### config.mk
export PLATFORM = sky130hd
export DESIGN_NAME = position_delta_varint_codec_unit
export DESIGN_NICKNAME = d
export VERILOG_FILES = /design/src/sv/pdv_pkg.sv /design/src/sv/position_delta_varint_codec_unit.sv /design/src/sv/pdv_enc.sv /design/src/sv/pdv_dec.sv /design/src/sv/pdv_obuf.sv
export SDC_FILE = /design/constraint.sdc
export NUM_CORES = 1
export LEC_CHECK = 0
export ABC_CLOCK_PERIOD_IN_PS = 3240
export BUFFER_PORTS_ARGS = -buffer_cell sky130_fd_sc_hd__buf_4
export CAP_MARGIN = 15
export CORE_ASPECT_RATIO = 0.75
export CORE_MARGIN = 2
export CORE_UTILIZATION = 45
export CTS_CLUSTER_SIZE = 12
export DETAILED_ROUTE_END_ITERATION = 6
export GPL_TIMING_DRIVEN = 0
export PLACE_DENSITY = 0.73
export SLEW_MARGIN = 40
export SYNTH_ARGS = -nofsm -noshare
export SYNTH_HDL_FRONTEND = slang
export SYNTH_SLANG_ARGS = --single-unit
### constraint.sdc
create_clock -name clk_i -period 3.24 [get_ports clk_i]
set_input_delay 0.81 -clock clk_i [delete_from_list [all_inputs] [get_ports clk_i]]
set_output_delay 0.81 -clock clk_i [all_outputs]
set_load 0.03 [all_outputs]
### src/sv/pdv_pkg.sv
// Package with the shared types and constants of the position delta varint codec.
package pdv_pkg;

  localparam int unsigned PosW   = 14;
  localparam int unsigned DeltaW = 16;
  localparam int unsigned ShiftW = 5;

  localparam logic KindEncode = 1'b0;
  localparam logic KindDecode = 1'b1;

  localparam logic [DeltaW-1:0] FinalLimit = 16'h0020;
  localparam logic [ShiftW-1:0] GroupBits  = 5'd7;
  localparam logic [ShiftW-1:0] ShiftSat   = 5'd21;

  typedef struct packed {
    logic [1:0]       cnt;
    logic             is_pos;
    logic [2:0][7:0]  bytes;
    logic [PosW-1:0]  pos;
    logic [1:0]       wt;
  } res_t;

endpackage

### src/sv/position_delta_varint_codec_unit.sv
// Top level of the position delta varint codec with its input register.
//
// The input channel takes one item per cycle while in_stall_o is low: an encode
// item (kind 0) carries a position and weight, a decode item (kind 1) carries one
// code byte. list_start clears the previous position of the matching direction
// before the item is used. An accepted item sits in an input register, then the
// encoder or decoder logic writes its results into a three-entry result buffer
// that feeds the output. An encode item gives one to three byte results, shown
// on consecutive cycles unless the receiver stalls; a decode item gives a
// position result on its final byte and none on a continuation byte. Decode items
// and one-byte encodes run at one item per cycle when the receiver does not stall;
// an encode item that yields several bytes holds the output until its last byte is
// taken, which sets the rate for long deltas. When the receiver stalls, the
// current result holds, the buffer stops draining, and in_stall_o rises once the
// input register cannot move on. Reset clears both previous positions, the decode
// accumulator and shift, and empties the input register and the buffer.
module position_delta_varint_codec_unit (
  input  logic                     clk_i,
  input  logic                     rst_ni,
  input  logic                     in_valid_i,
  output logic                     in_stall_o,
  input  logic                     kind_i,
  input  logic                     list_start_i,
  input  logic [pdv_pkg::PosW-1:0] position_i,
  input  logic [1:0]               weight_i,
  input  logic [7:0]               code_byte_i,
  output logic                     out_valid_o,
  input  logic                     out_stall_i,
  output logic                     is_position_o,
  output logic [7:0]               out_byte_o,
  output logic [pdv_pkg::PosW-1:0] out_position_o,
  output logic [1:0]               out_weight_o,
  output logic                     last_o
);
  import pdv_pkg::*;

  logic            valid_q, valid_d;
  logic            kind_q, start_q;
  logic [PosW-1:0] position_q;
  logic [1:0]      weight_q;
  logic [7:0]      code_byte_q;
  logic            buf_free, adv, load_in;
  res_t            enc_res, dec_res, sel_res;

  always_comb begin
    adv        = valid_q && buf_free;
    in_stall_o = valid_q && !buf_free;
    load_in    = in_valid_i && !in_stall_o;
    valid_d    = load_in ? 1'b1 : (adv ? 1'b0 : valid_q);
    sel_res    = (kind_q == KindDecode) ? dec_res : enc_res;
  end

  always_ff @(posedge clk_i or negedge rst_ni) begin
    if (!rst_ni) begin
      valid_q <= 1'b0;
    end else begin
      valid_q <= valid_d;
    end
  end

  always_ff @(posedge clk_i) begin
    if (load_in) begin
      kind_q      <= kind_i;
      start_q     <= list_start_i;
      position_q  <= position_i;
      weight_q    <= weight_i;
      code_byte_q <= code_byte_i;
    end
  end

  pdv_enc u_enc (
    .clk_i      (clk_i),
    .rst_ni     (rst_ni),
    .fire_i     (adv && (kind_q == KindEncode)),
    .start_i    (start_q),
    .position_i (position_q),
    .weight_i   (weight_q),
    .res_o      (enc_res)
  );

  pdv_dec u_dec (
    .clk_i       (clk_i),
    .rst_ni      (rst_ni),
    .fire_i      (adv && (kind_q == KindDecode)),
    .start_i     (start_q),
    .code_byte_i (code_byte_q),
    .res_o       (dec_res)
  );

  pdv_obuf u_obuf (
    .clk_i          (clk_i),
    .rst_ni         (rst_ni),
    .load_i         (adv),
    .res_i          (sel_res),
    .free_o         (buf_free),
    .out_valid_o    (out_valid_o),
    .out_stall_i    (out_stall_i),
    .is_position_o  (is_position_o),
    .out_byte_o     (out_byte_o),
    .out_position_o (out_position_o),
    .out_weight_o   (out_weight_o),
    .last_o         (last_o)
  );

endmodule

### src/sv/pdv_enc.sv
// Encoder: previous-position register and the delta to varint byte split.
module pdv_enc (
  input  logic                    clk_i,
  input  logic                    rst_ni,
  input  logic                    fire_i,
  input  logic                    start_i,
  input  logic [pdv_pkg::PosW-1:0] position_i,
  input  logic [1:0]              weight_i,
  output pdv_pkg::res_t           res_o
);
  import pdv_pkg::*;

  logic [PosW-1:0]   prev_q;
  logic [PosW-1:0]   prev_d;
  logic [PosW-1:0]   prev_eff;
  logic [DeltaW-1:0] delta;
  logic [DeltaW-1:0] delta1;
  logic [DeltaW-1:0] delta2;

  always_comb begin
    prev_eff = start_i ? '0 : prev_q;
    delta    = {2'b00, position_i} - {2'b00, prev_eff};
    delta1   = delta >> 7;
    delta2   = delta1 >> 7;
    res_o        = '0;
    res_o.is_pos = 1'b0;
    if (delta >= FinalLimit) begin
      res_o.bytes[0] = {1'b1, delta[6:0]};
      if (delta1 >= FinalLimit) begin
        res_o.bytes[1] = {1'b1, delta1[6:0]};
        res_o.bytes[2] = {1'b0, weight_i, delta2[4:0]};
        res_o.cnt      = 2'd3;
      end else begin
        res_o.bytes[1] = {1'b0, weight_i, delta1[4:0]};
        res_o.cnt      = 2'd2;
      end
    end else begin
      res_o.bytes[0] = {1'b0, weight_i, delta[4:0]};
      res_o.cnt      = 2'd1;
    end
    prev_d = fire_i ? position_i : prev_q;
  end

  always_ff @(posedge clk_i or negedge rst_ni) begin
    if (!rst_ni) begin
      prev_q <= '0;
    end else begin
      prev_q <= prev_d;
    end
  end

endmodule

### src/sv/pdv_dec.sv
// Decoder: accumulator, shift and previous-position registers with the byte merge logic.
module pdv_dec (
  input  logic          clk_i,
  input  logic          rst_ni,
  input  logic          fire_i,
  input  logic          start_i,
  input  logic [7:0]    code_byte_i,
  output pdv_pkg::res_t res_o
);
  import pdv_pkg::*;

  logic [PosW-1:0]   prev_q, prev_d, prev_eff;
  logic [DeltaW-1:0] acc_q, acc_d, acc_eff, merged;
  logic [ShiftW-1:0] shift_q, shift_d, shift_eff, shift_inc;
  logic [PosW-1:0]   new_pos;
  logic              cont;

  always_comb begin
    prev_eff  = start_i ? '0 : prev_q;
    acc_eff   = start_i ? '0 : acc_q;
    shift_eff = start_i ? '0 : shift_q;
    cont      = code_byte_i[7];
    if (cont) begin
      merged = acc_eff | ({9'd0, code_byte_i[6:0]} << shift_eff);
    end else begin
      merged = acc_eff | ({11'd0, code_byte_i[4:0]} << shift_eff);
    end
    shift_inc = shift_eff + GroupBits;
    new_pos   = prev_eff + merged[PosW-1:0];

    res_o        = '0;
    res_o.is_pos = 1'b1;
    res_o.pos    = new_pos;
    res_o.wt     = code_byte_i[6:5];
    res_o.cnt    = cont ? 2'd0 : 2'd1;

    prev_d  = prev_q;
    acc_d   = acc_q;
    shift_d = shift_q;
    if (fire_i) begin
      if (cont) begin
        prev_d  = prev_eff;
        acc_d   = merged;
        shift_d = (shift_inc > ShiftSat) ? ShiftSat : shift_inc;
      end else begin
        prev_d  = new_pos;
        acc_d   = '0;
        shift_d = '0;
      end
    end
  end

  always_ff @(posedge clk_i or negedge rst_ni) begin
    if (!rst_ni) begin
      prev_q  <= '0;
      acc_q   <= '0;
      shift_q <= '0;
    end else begin
      prev_q  <= prev_d;
      acc_q   <= acc_d;
      shift_q <= shift_d;
    end
  end

endmodule

### src/sv/pdv_obuf.sv
// Buffer of up to three results, handed out one per cycle unless stalled.
module pdv_obuf (
  input  logic                     clk_i,
  input  logic                     rst_ni,
  input  logic                     load_i,
  input  pdv_pkg::res_t            res_i,
  output logic                     free_o,
  output logic                     out_valid_o,
  input  logic                     out_stall_i,
  output logic                     is_position_o,
  output logic [7:0]               out_byte_o,
  output logic [pdv_pkg::PosW-1:0] out_position_o,
  output logic [1:0]               out_weight_o,
  output logic                     last_o
);
  import pdv_pkg::*;

  logic [1:0]      cnt_q, cnt_d;
  logic [2:0][7:0] bytes_q, bytes_d;
  logic            is_pos_q, is_pos_d;
  logic [PosW-1:0] pos_q, pos_d;
  logic [1:0]      wt_q, wt_d;
  logic            pop;

  always_comb begin
    pop      = (cnt_q != 2'd0) && !out_stall_i;
    free_o   = (cnt_q == 2'd0) || ((cnt_q == 2'd1) && !out_stall_i);
    cnt_d    = cnt_q;
    bytes_d  = bytes_q;
    is_pos_d = is_pos_q;
    pos_d    = pos_q;
    wt_d     = wt_q;
    if (load_i) begin
      cnt_d    = res_i.cnt;
      bytes_d  = res_i.bytes;
      is_pos_d = res_i.is_pos;
      pos_d    = res_i.pos;
      wt_d     = res_i.wt;
    end else if (pop) begin
      cnt_d      = cnt_q - 2'd1;
      bytes_d[0] = bytes_q[1];
      bytes_d[1] = bytes_q[2];
    end
  end

  always_ff @(posedge clk_i or negedge rst_ni) begin
    if (!rst_ni) begin
      cnt_q <= '0;
    end else begin
      cnt_q <= cnt_d;
    end
  end

  always_ff @(posedge clk_i) begin
    bytes_q  <= bytes_d;
    is_pos_q <= is_pos_d;
    pos_q    <= pos_d;
    wt_q     <= wt_d;
  end

  assign out_valid_o    = (cnt_q != 2'd0);
  assign is_position_o  = is_pos_q;
  assign out_byte_o     = bytes_q[0];
  assign out_position_o = pos_q;
  assign out_weight_o   = wt_q;
  assign last_o         = (cnt_q == 2'd1);

endmodule

Yosys cells after proc, flatten, opt, wreduce, memory -nomap -nowiden
Cells that the tools add are included.
{ "word_totals": {"reg_bits": 119, "latchBits": 0, "ram_bits": 0, "mem_bits_ro": 0, "input_bits": 30, "output_inout_bits": 28, "wordCells": 73, "memories": 0} }
{ "op_classes": {"addsub": 4, "n_mul": 0, "div_mod_pow": 0, "order_cmp": 3, "eq_ne": 1, "shift": 2, "mux": 23, "n_bitwise": 5, "reduce_logical": 17} }
{ "op_table": {"columns": ["op", "count"], "rows": [
  ["$mux 16", 5],
  ["$mux 43", 1],
  ["$mux 14", 3],
  ["$or 16x16->16", 2],
  ["$ge 16x6->1 const B", 1],
  ["$mux 8", 2],
  ["$shl 5x5->16", 1],
  ["$shl 7x5->16", 1],
  ["$mux 15", 1],
  ["$mux 5", 3],
  ["$sub 14x14->15", 1],
  ["$add 14x14->14", 1],
  ["$ge 9x6->1 const B", 1],
  ["$logic_and 1x1->1", 7],
  ["$mux 7", 1],
  ["$mux 2", 3],
  ["$reduce_bool 2->1", 3],
  ["$add 5x3->5 const B", 1],
  ["$gt 5x5->1 const B", 1],
  ["$mux 1", 4],
  ["$logic_not 1->1", 3],
  ["$not 1->1", 3],
  ["$reduce_or 3->1", 1],
  ["$eq 2x1->1 const B", 1],
  ["4 further kinds", 4]
]} }

Depth between registers and ports, before layout
{ "depth": {"depth_word": 8, "ltp_mapped": 17, "ltp_nobuf": 17} }

By module
A second synthesis with hierarchy kept.
{ "hier_totals": {"hier_cells": 691, "hier_area_um2": 7706.1} }
{ "modules_own_cells": {"columns": ["mod", "instances", "cells_per_inst", "area_per_inst_um2", "seq_area_each_um2"], "rows": [
  ["pdv_dec", 1, 330, 2812.7, 825.8],
  ["pdv_enc", 1, 194, 1701.6, 350.3],
  ["pdv_obuf", 1, 85, 1631.6, 1281.2],
  ["position_delta_varint_codec_unit", 1, 82, 1560.2, 805.8]
]} }

Worst setup path before layout
No wires, ideal clock.
{ "synth_timing": {"path_kind": "register to register", "start": "register u_dec.shift_q[1]", "end": "register u_obuf.pos_q[12], in the netlist u_obuf.out_position_o[12] (data pin)", "setup_ns": 0.255, "arrival_time_ns": 3.341, "required_ns": 2.985, "path_slack_ns": -0.355, "path_stages_with_launch": 16, "n_path_buf": 1, "period_less_slack_ns": 3.595, "cell_sequence": "dfrtp_1 -> clkbuf_1 -> nand2_1 -> inv_2 -> mux4_2 -> nand2_1 -> o21ai_1 -> o21ai_0 -> o21ai_0 -> ha_1 -> a2111oi_0 -> a21bo_2 -> a221oi_1 -> o21ai_0 -> xor2_1 -> and2_1"} }
{ "synth_via": {"elab_chain_cells": 5, "elab_cells_between_ends": 7, "cone_classes": "1 x add/sub; 2 x shift; 2 x mux; 2 x bitwise"} }
{ "synth_lines": {"columns": ["item", "line", "source"], "rows": [
  ["start: declaration", "pdv_dec.sv:14", "logic [ShiftW-1:0] shift_q, shift_d, shift_eff, shift_inc;"],
  ["start signal: assignment", "pdv_dec.sv:61", "shift_q <= shift_d;"],
  ["$mux 5 (*)", "pdv_dec.sv:21", "shift_eff = start_i ? '0 : shift_q;"],
  ["$shl 7x5->16 or $shl 5x5->16 (tied branches)", "pdv_dec.sv:24, pdv_dec.sv:26", null],
  ["$or 16x16->16, on equally long branches", "pdv_dec.sv:24, pdv_dec.sv:26", null],
  ["$mux 16 (*)", "pdv_dec.sv:23", "if (cont) begin"],
  ["$add 14x14->14 (*)", "pdv_dec.sv:29", "new_pos = prev_eff + merged[PosW-1:0];"],
  ["end signal: assignment", "pdv_obuf.sv:57", "pos_q <= pos_d;"],
  ["end: declaration", "pdv_obuf.sv:21", "logic [PosW-1:0] pos_q, pos_d;"]
]} }
Every way passes the cells marked *; elsewhere a longest branch is shown, timed or not.
A chain may end at the register's enable or synchronous reset.

Worst setup path in the final report
{ "layout_timing": {"start": "register start_q", "end": "register u_obuf.pos_q[13], in the netlist u_obuf.out_position_o[13] (data pin)"} }
{ "layout_via": {"elab_chain_cells": 5, "elab_cells_between_ends": 9, "cone_classes": "1 x add/sub; 2 x shift; 4 x mux; 2 x bitwise"} }
{ "layout_lines": {"columns": ["item", "line", "source"], "rows": [
  ["start: declaration", "position_delta_varint_codec_unit.sv:38", "logic kind_q, start_q;"],
  ["start signal: assignment", "position_delta_varint_codec_unit.sv:64", "start_q <= list_start_i;"],
  ["$mux 5", "pdv_dec.sv:21", null],
  ["$shl 7x5->16 or $shl 5x5->16 (tied branches)", "pdv_dec.sv:24, pdv_dec.sv:26", null],
  ["$or 16x16->16, on equally long branches", "pdv_dec.sv:24, pdv_dec.sv:26", null],
  ["$mux 16", "pdv_dec.sv:23", null],
  ["$add 14x14->14 (*)", "pdv_dec.sv:29", null]
]} }
Marked as above.

==> impl_metrics.ini <==
[logic_synthesis]
synth_mux_area_share_pct = 1.73
synth_xor_area_share_pct = 3.59
yosysSeqAreaShare_pct = 49.3
synth_edf_count = 62
synth_fp_nets = 680
synth_fa_ha_area_share_pct = 6.78
synth_top_family_by_area = compound AO/OA/AOI/OAI gates
netlist_area_mm2 = 0.00631
synth-simple-area-share_pct = 16.8
yosys_register_bits = 112
syn_inst = 617
ys.flop_type = edfxtp_1
syn_area_per_cell_um2 = 10.2
synth_compound_area_share_pct = 17.7
synth-warning-count = 0
synthArstFlopShare_pct = 44.6
ys_types = 70

[drt]
post_drt_wl_per_cell_um = 17.5
route.antenna.remaining_nets = 0
drc = 0
vias = 5059
vias_per_cell = 5.57
drtIter0Drc = 306
wl_um = 15900
first_pass_iters = 5

[power_and_ir_drop]
powerDensity_mw_per_mm2 = 1040
peakVddDrop_uv = 430
p_leak_uw = 0.00351

[setup_path]
cp_slowest_cell = mux4_2
worst_path_largest_cell_delay_ps = 530
crit_family = compound AO/OA/AOI/OAI gates
crit_path_cell_trace = inv_2 > nand2_4 > inv_4 > mux4_2 > nand2_2 > o21ai_4 > o21ai_2 > o21ai_2 > ha_4 > nand3_2 > o211ai_1 > nand2b_4 > a221oi_4 > a21oi_2 > xor2_2 > xnor2_1 > and2_1
start_kind = flip-flop
endpoint_kind = flip-flop
path_class = flip-flop to flip-flop
crit_top_cell = o21ai_2
crit_path_max_fanout = 5
worst_r2r_endpoint = u_obuf.out_position_o[13]
cp.arrival_ps = 3580
path_depth = 17
cp_num_buf_inv = 2
r2r_slack_ps = -230
r2r_start = start_q
r2r_cells = 17
required_ps = 3360

[grt]
track_usage_pct = 22.1
antenna_found_initial = 0
grt_pass1_wl_um = 25900
grt_max_degree = 51
grt_pass1_vias = 5034
grt_overflow = 0

[layout]
drive_above_1_share_pct = 32.4
finalInstanceArea_mm2 = 0.00818
diodes = 0
area_growth_pct = 29.6
num-fill-cells = 1088
post-route-util_pct = 59.7
layout.nets = 792

[floorplan]
core_mm2 = 0.0137
die_x_um = 141
dieArea_mm2 = 0.0150
die_h_um = 107
start_util_pct = 46.0
num_rows = 37
ioPinCount = 58

[sta]
max_slew.worst_pin.slew_ps = 759
slew_viol_final = 0
min_period_over_period_pct = 107
finalSetupViolCount = 13
timing.final.crit_period_ps = 3470
finalClockSkew_ps = 9.45
hold_viol_final = 0
slew_headroom_pct = 49.2
finalWorstSetupSlack_ps = -228
rsz0062_at_grt = true
setup_tns_ps = -1140
clock.fmax_mhz = 288

[run_status]
violations = negative setup slack
outcome = finished with violations

[place]
io_buffers = 57
hpwl_um = 10700
placed_cell_area_mm2 = 0.00701
globalplace.congestion = 0.881
pre_cts_ws_ps = -786

[clocking]
cts-buffers-inserted = 9
clkLatencyLatePin_ps = 360
cts_root_buf = clkbuf_16
max-clock-path-buffers = 2
htreeDepth = 3
cts.sinks = 112
clkTransAtPathRegs_ps = 70
cts_tree = built

[hold_path]
hold_path.class = input pin to asynchronous set/reset pin

[run]
drv_cap = 0
cells in the mapped netlist, types with 3 or more instances:
library cell / n / area, µm²
o21ai_0: 35 / 175
dfrtp_1: 50 / 1250
o211a_1: 3 / 30.0
o31ai_1: 6 / 45.0
and2_1: 20 / 125
o41ai_1: 3 / 26.3
ha_1: 31 / 388
nand2b_1: 9 / 56.3
o221ai_1: 3 / 26.3
and3_1: 3 / 18.8
o21bai_1: 3 / 22.5
xnor2_1: 15 / 131
o21ai_1: 3 / 15.0
a211o_1: 3 / 26.3
buf_4: 8 / 60.1
mux2i_1: 6 / 60.1
o211ai_1: 4 / 30.0
a21o_1: 5 / 37.5
inv_1: 27 / 101
nand3_1: 10 / 50.1
or2_2: 3 / 18.8
nor2b_1: 21 / 131
nand2_1: 109 / 409
xor2_1: 9 / 78.8
clkbuf_1: 22 / 82.6
nor3_1: 8 / 40.0
edfxtp_1: 62 / 1860
o21a_1: 4 / 30.0
o22ai_1: 4 / 25.0
a21oi_1: 25 / 125
a221oi_1: 3 / 26.3
a22o_1: 21 / 184
nor2_1: 30 / 113
nand4_1: 3 / 18.8
how the worst max path moves through the flow:
stage             from                        end  slack [ps]
3_3_place_gp   start_q  u_obuf.out_position_o[13]        -670
5_1_grt        start_q  u_obuf.out_position_o[13]        -370
6_report       start_q  u_obuf.out_position_o[13]        -230
4_1_cts        start_q  u_obuf.out_position_o[13]        -170
2_1_floorplan  start_q  u_obuf.out_position_o[12]          -5
3_5_place_dp   start_q  u_obuf.out_position_o[13]        -790
worst reg2reg max path: stages (launching register included):
cell and delay [ps]:
edfxtp_1 450, inv_2 130, nand2_4 60, inv_4 70, mux4_2 530, nand2_2 100
o21ai_4 70, o21ai_2 80, o21ai_2 110, ha_4 310, nand3_2 70, o211ai_1 250
nand2b_4 210, a221oi_4 80, a21oi_2 200, xor2_2 230, xnor2_1 120, and2_1 170
sequential cells by signal, indices dropped and copies added (netlist names):
register / count
u_obuf.out_byte_o: 8
weight_q: 2
code_byte_q: 8
u_obuf.bytes_q: 11
u_obuf.out_position_o: 14
u_obuf.out_weight_o: 2
u_dec.acc_q: 14
u_enc.prev_q: 14
u_obuf.cnt_q: 2
kind_q: 1
u_dec.prev_q: 14
start_q: 1
valid_q: 1
u_obuf.is_position_o: 1
position_q: 14
u_dec.shift_q: 5
where the power goes:
part           switching, µW  internal (µW)
Sequential               302           2230
Combinational           2810           2140
Clock                    527            522
layer usage:
metal | vias up | share of wire, % | track usage [%] | routed length, µm
met5 | - | 0 | 0 | 0
met4 | 0 | 1.5 | 6.71 | 240
met3 | 26 | 5.6 | 5.00 | 893
met2 | 162 | 44 | 32.8 | 6950
met1 | 2451 | 49 | 32.3 | 7810
li1 | 2420 | - | - | -
per-stage QoR:
step / hold slack, ps / std cells / power [µW]
final: 467 / 909 / 8530
after global routing: 497 / 909 / 9060
after CTS: 480 / 901 / 8160
after detailed placement: 463 / 849 / 6450
after global placement: 456 / 849 / 6330
after floorplan: 442 / 617 / 5380
cell families after synthesis:
logic type / Yosys count
multiplexers: 9
XOR/XNOR: 25
flip-flops: 112
AO/OA/AOI/OAI: 153
buffers and inverters: 61
AND/OR/NAND/NOR: 224
adder cells (fa/ha/maj): 33
layout by cell type (no fill, tap or decap), types with 8 or more instances in the layout:
cell	instances
buf_4	108
nand2_1	105
edfxtp_1	62
dfrtp_1	49
nor2_1	26
o21ai_0	24
inv_1	23
a22o_1	21
and2_1	19
a21oi_1	17
ha_1	17
nor2b_1	16
clkbuf_16	12
xnor2_1	12
clkbuf_1	11
a21oi_2	10
ha_4	10
nand2b_1	8
o21ai_2	8
cell type report:
| type | instances | area [µm²] | share of cell area (%) |
|---|---|---|---|
| timing repair buffer | 101 | 762 | 9.32 |
| clock inverter | 7 | 46.3 | 0.566 |
| multi-input combinational | 444 | 3440 | 42.1 |
| inverter | 28 | 108 | 1.32 |
| sequential | 112 | 3110 | 38.1 |
| buffer | 33 | 259 | 3.17 |
| clock buffer | 9 | 225 | 2.75 |
| tap | 175 | 219 | 2.68 |
timing repair:
item,in CTS,in global routing
hold endpoints to repair,0,0
hold buffers,0,0
resized for setup,81,40
setup buffers,36,9
pin swaps,45,17
endpoints found under the setup margin,27,27
(Power assumes the default switching activity.)
